<file path="src/hdl/bcea_pkg.sv">
// Shared types and constants of the Birks corrected cell energy aggregator.
// Used by the controller, the datapath and the top level; no dependencies.
package bcea_pkg;

   // Command codes of the request channel
   typedef enum logic [1:0] {
      CMD_DEPOSIT = 2'd0,
      CMD_READ    = 2'd1,
      CMD_CLEAR   = 2'd2,
      CMD_NONE    = 2'd3
   } command_type;

   // Result status codes
   typedef enum logic [2:0] {
      ST_MERGED   = 3'd0,
      ST_NEW      = 3'd1,
      ST_ZERO     = 3'd2,
      ST_FULL     = 3'd3,
      ST_READ_OK  = 3'd4,
      ST_READ_OOR = 3'd5,
      ST_CLEARED  = 3'd6
   } status_type;

   // Operation on the shared divider or multiplier
   typedef enum logic [2:0] {
      U_DEDX = 3'd1,
      U_CORR = 3'd2,
      U_T1   = 3'd3,
      U_Q    = 3'd4,
      U_T2   = 3'd5
   } unit_sel_type;

   // Configuration register indexes and reset values
   localparam logic [1:0]  REG_FIRST     = 2'd0;
   localparam logic [1:0]  REG_SECOND    = 2'd1;
   localparam logic [23:0] FIRST_RESET   = 24'd218104;
   localparam logic [31:0] SECOND_RESET  = 32'd41232;

   // Reciprocal of 7 in Q.29, rounded up; exact floor for a 26-bit dividend
   localparam logic [26:0] K1_RECIP      = 27'd76695845;
   localparam int          K1_SHIFT      = 29;
   // Saturation value of the quadratic term
   localparam logic [63:0] T2_SAT        = 64'h4000_0000_0000_0000;
   // One in Q.16
   localparam logic [63:0] ONE_Q16       = 64'h0000_0000_0001_0000;

   // Commands from the controller to the datapath
   typedef struct packed {
      logic         div_start;
      logic         mul_start;
      unit_sel_type sel;
      logic         pass_energy;
      logic         scan_start;
      logic         read_start;
      logic         out_load;
      status_type   out_status;
   } ctrl_cmd_type;

   // Status from the datapath to the controller
   typedef struct packed {
      command_type cmd;
      logic        e_zero;
      logic        no_corr;
      logic        div_done;
      logic        mul_done;
      logic        scan_hit;
      logic        scan_miss;
      logic        full;
      logic        read_ok;
      logic        out_free;
   } dp_status_type;

endpackage

</file>
<file path="src/hdl/bcea_ctrl.sv">
// Controller: sequences decode, quenching arithmetic, table walk, reads and result transfer.
// Depends on bcea_pkg.
module bcea_ctrl import bcea_pkg::*; (
   input  logic          clock,
   input  logic          reset,
   input  logic          req_valid,
   output logic          req_ready,
   input  dp_status_type status,
   output ctrl_cmd_type  cmd
);

   typedef enum logic [3:0] {
      S_IDLE, S_DECODE, S_DEDX, S_T1, S_Q, S_T2, S_CORR,
      S_SCAN, S_READ, S_DONE
   } state_type;

   state_type    state_ff, state_in;
   ctrl_cmd_type cmd_ff, cmd_in;

   // Next state and next command pulses
   always_comb begin
      state_in              = state_ff;
      cmd_in                = '0;
      cmd_in.sel            = cmd_ff.sel;
      cmd_in.out_status     = cmd_ff.out_status;
      case (state_ff)
         S_IDLE: begin
            if (req_valid) begin
               state_in = S_DECODE;
            end
         end
         S_DECODE: begin
            case (status.cmd)
               CMD_DEPOSIT: begin
                  if (status.e_zero) begin
                     cmd_in.out_status = ST_ZERO;
                     state_in          = S_DONE;
                  end else if (status.no_corr) begin
                     cmd_in.pass_energy = 1'b1;
                     cmd_in.scan_start  = 1'b1;
                     state_in           = S_SCAN;
                  end else begin
                     cmd_in.div_start = 1'b1;
                     cmd_in.sel       = U_DEDX;
                     state_in         = S_DEDX;
                  end
               end
               CMD_READ: begin
                  if (status.read_ok) begin
                     cmd_in.read_start = 1'b1;
                     state_in          = S_READ;
                  end else begin
                     cmd_in.out_status = ST_READ_OOR;
                     state_in          = S_DONE;
                  end
               end
               CMD_CLEAR: begin
                  cmd_in.out_status = ST_CLEARED;
                  state_in          = S_DONE;
               end
               default: begin
                  state_in = S_IDLE;
               end
            endcase
         end
         S_DEDX: begin
            if (status.div_done) begin
               cmd_in.mul_start = 1'b1;
               cmd_in.sel       = U_T1;
               state_in         = S_T1;
            end
         end
         S_T1: begin
            if (status.mul_done) begin
               cmd_in.mul_start = 1'b1;
               cmd_in.sel       = U_Q;
               state_in         = S_Q;
            end
         end
         S_Q: begin
            if (status.mul_done) begin
               cmd_in.mul_start = 1'b1;
               cmd_in.sel       = U_T2;
               state_in         = S_T2;
            end
         end
         S_T2: begin
            if (status.mul_done) begin
               cmd_in.div_start = 1'b1;
               cmd_in.sel       = U_CORR;
               state_in         = S_CORR;
            end
         end
         S_CORR: begin
            if (status.div_done) begin
               cmd_in.scan_start = 1'b1;
               state_in          = S_SCAN;
            end
         end
         S_SCAN: begin
            if (status.scan_hit) begin
               cmd_in.out_status = ST_MERGED;
               state_in          = S_DONE;
            end else if (status.scan_miss) begin
               cmd_in.out_status = status.full ? ST_FULL : ST_NEW;
               state_in          = S_DONE;
            end
         end
         S_READ: begin
            cmd_in.out_status = ST_READ_OK;
            state_in          = S_DONE;
         end
         S_DONE: begin
            // Hold until the result register is free, then transfer
            if (status.out_free) begin
               cmd_in.out_load = 1'b1;
               state_in        = S_IDLE;
            end
         end
         default: begin
            state_in = S_IDLE;
         end
      endcase
   end

   always_ff @(posedge clock) begin
      if (reset) begin
         state_ff <= S_IDLE;
         cmd_ff   <= '0;
      end else begin
         state_ff <= state_in;
         cmd_ff   <= cmd_in;
      end
   end

   assign req_ready = state_ff == S_IDLE;
   assign cmd       = cmd_ff;

endmodule

</file>
<file path="config.mk">
export PLATFORM = sky130hd
export DESIGN_NAME = bcea_ctrl
export DESIGN_NICKNAME = d
export VERILOG_FILES = /design/src/hdl/bcea_pkg.sv /design/src/hdl/bcea_ctrl.sv
export SDC_FILE = /design/constraint.sdc
export NUM_CORES = 1
export LEC_CHECK = 0
export ABC_CLOCK_PERIOD_IN_PS = 4200
export BUFFER_PORTS_ARGS = -buffer_cell sky130_fd_sc_hd__buf_2
export CAP_MARGIN = 20
export CORE_AREA = 2 2 54 44
export CTS_BUF_LIST = sky130_fd_sc_hd__clkbuf_4
export DETAILED_ROUTE_END_ITERATION = 10
export DIE_AREA = 0 0 56 46
export GPL_TIMING_DRIVEN = 0
export PLACE_DENSITY = 0.79
export SYNTH_ARGS = -nofsm -noshare
export SYNTH_HDL_FRONTEND = slang
export SYNTH_SLANG_ARGS = --single-unit
</file>
<file path="constraint.sdc">
create_clock -name clock -period 4.2 [get_ports clock]
set_input_delay 1.05 -clock clock [delete_from_list [all_inputs] [get_ports clock]]
set_output_delay 1.05 -clock clock [all_outputs]
set_load 0.05 [all_outputs]
</file>
==> results.json <==
{
  "most-common-layout-cells": "buf_2, dfxtp_1, nand2_1",
  "numCtsBuffers": 3,
  "post_cts_buffers": 0,
  "fin_crit_sh_pct": 61.77,
  "clkPwrFrac_pct": 17.0,
  "wl_per_cell_um": 14.68,
  "vdd_drop_max_mv": 0.3717,
  "worstHoldPathType": "reg -> reg",
  "hold_slack_ps": 481.5,
  "post_cts_resized": 0,
  "portBuffers": 26,
  "yosys_most_used_dff": "dfxtp_1",
  "period_minus_slack_ps": 2594,
  "synth-edff-count": 0,
  "area_delta_synth_final_pct": 17.71,
  "dieArea_um2": 2576,
  "max_cap_violations": 0,
  "synthTopCellsByArea": "dfxtp_1, ha_1, a21oi_1",
  "rows": 15,
  "finalMaxSlewViolations": 0,
  "syn-num-nets": 146,
  "outcome": "finished, final reports clean",
  "antenna_found_initial": 0,
  "grt_max_degree": 11,
  "seqPwrFrac_pct": 35.9,
  "via_per_inst": 5.879,
  "slew_headroom_pct": 63.45,
  "pin_count": 27,
  "powerDensity_nw_per_um2": 412.7,
  "seq_area_frac_synth_pct": 30.22,
  "ys.warnings.count": 0,
  "end_kind": "primary output",
  "start_util_pct": 50.42,
  "clk_pin_slew_worst_paths_ps": 100,
  "synth_seq_cells": 16,
  "required_ps": 3150,
  "cts-root-buf": "clkbuf_4",
  "drt-total-wl_um": 2671,
  "grt_pass1_vias": 943,
  "crit_type": "reg -> out",
  "overflow": 0,
  "grt_pass1_wl_um": 4478,
  "clock_path_buffers": 2,
  "synth_top_area_cell": "dfxtp_1",
  "worstSetupStartpointType": "flop",
  "avgSynthCellArea_um2": 8.345,
  "synth_top_area_share_pct": 30.22,
  "grt_util_all_layers_pct": 22.51,
  "max_freq_ghz": 0.3854,
  "leakagePower_nw": 0.5346,
  "gp_congestion": 0.9025,
  "cts_tree": "yes",
  "postCtsHoldBufs": 0,
  "final_common_cell": "buf_2",
  "crit_fanout": 10,
  "drt_iter0_drc": 53,
  "cp.arrival_ps": 1540,
  "drc": 0,
  "insertion_delay_ps": 290,
  "cts_sinks": 16,
  "finalHoldViolCount": 0,
  "die_x_um": 56,
  "setup_viol": 0,
  "nNetsFinal": 177,
  "htreeDepth": 1,
  "tightest_slew_ps": 548.2,
  "synth.distinct_cells": 47,
  "place_hpwl_um": 2033,
  "setup_tns_ps": 0,
  "p_sw_mw": 0.2301,
  "design.core.area_um2": 2102,
  "swShare_pct": 44.69,
  "dr.pass1.iters": 4,
  "n_antenna_cell": 0,
  "async_flop_share_pct": 0,
  "rsz0062_at_grt": "false",
  "synthesis.area_um2": 1060,
  "layout-drive-gt1-share_pct": 24.20,
  "syn_inst": 127,
  "die_height_um": 46,
  "antenna_left": 0,
  "internal_power_mw": 0.2848,
  "combinationalPowerShare_pct": 47.1,
  "clock_skew_ps": 4.068,
  "vias": 1070
}
==> area by class of cell <==
cell class | count | area, um^2
Multi-Input combinational cell | 96 | 679.4
Sequential cell | 16 | 320.3
Clock buffer | 3 | 22.52
Inverter | 7 | 26.28
Buffer | 8 | 33.78
Fill cell | 183 | 854.6
Clock inverter | 1 | 3.754
Tap cell | 25 | 31.28
Timing Repair Buffer | 26 | 130.1
==> critical path, cell delays in order, from the launching register on <==
cell and delay, ps:
dfxtp_1 360, buf_2 210, buf_1 350, nor3_1 110
buf_2 230
==> registers in the layout, indices dropped and copies added (netlist names) <==
| signal | count |
|---|---|
| cmd | 12 |
| state_ff | 4 |
==> power by group through the flow <==
stage / combinational (mW) / clock [mW] / sequential [mW]
2_1_floorplan: 0.145 / 0 / 0.225
3_3_place_gp: 0.238 / 0 / 0.186
3_5_place_dp: 0.240 / 0 / 0.187
4_1_cts: 0.241 / 0.0896 / 0.184
5_1_grt: 0.263 / 0.0955 / 0.188
6_report: 0.243 / 0.0875 / 0.185
==> through the flow <==
stage          total power [mW]  util [%]  setup slack (ps)  instances  instance area, um^2
6_report                 0.5148     59.35              1606        182                 1247
5_1_grt                  0.5459     59.35              1487        182                 1247
4_1_cts                  0.5140     59.35              1610        182                 1247
3_5_place_dp             0.4268     58.10              1488        178                 1221
3_3_place_gp             0.4246     58.10              1514        178                 1221
2_1_floorplan            0.3707         -              1391        127                 1060
==> cells in the mapped netlist (all sizes together), types with 3 or more instances <==
cell type  number
a21oi           9
a31oi           3
buf             5
clkbuf          3
dfxtp          16
ha              5
inv             6
nand2          10
nand3b          3
nand4b          3
nor2            8
nor2b           3
nor3            7
nor4b           3
o21ai           4
o31ai           3
or3             3
==> final timing paths <==
check,slack [ps],end,cells after the start,from
setup / recovery,1610,req_ready,4,state_ff[1]
hold / removal,480,cmd[8],1,cmd[8]
setup reg to reg,2280,state_ff[2],5,state_ff[2]
hold reg to reg,480,cmd[8],1,cmd[8]
==> kinds of logic (layout without fill, tap and decap cells) <==
group	Yosys count	after routing	synth area share [%]
xor+xnor	1	1	0.8266
compound gates	35	35	25.50
flops	16	16	30.22
buf+inv	15	45	5.666
fa+ha+maj	5	5	5.903
simple gates	53	53	29.99
mux	2	2	1.889
==> metal layers <==
layer | track usage (%) | share of wire (%)
met1 | 31.19 | 46
met2 | 35.76 | 45
met3 | 5.966 | 7.5
met4 | 4.286 | 1.1
met5 | 0 | 0
Note: power is estimated with default switching activity, not from simulation.
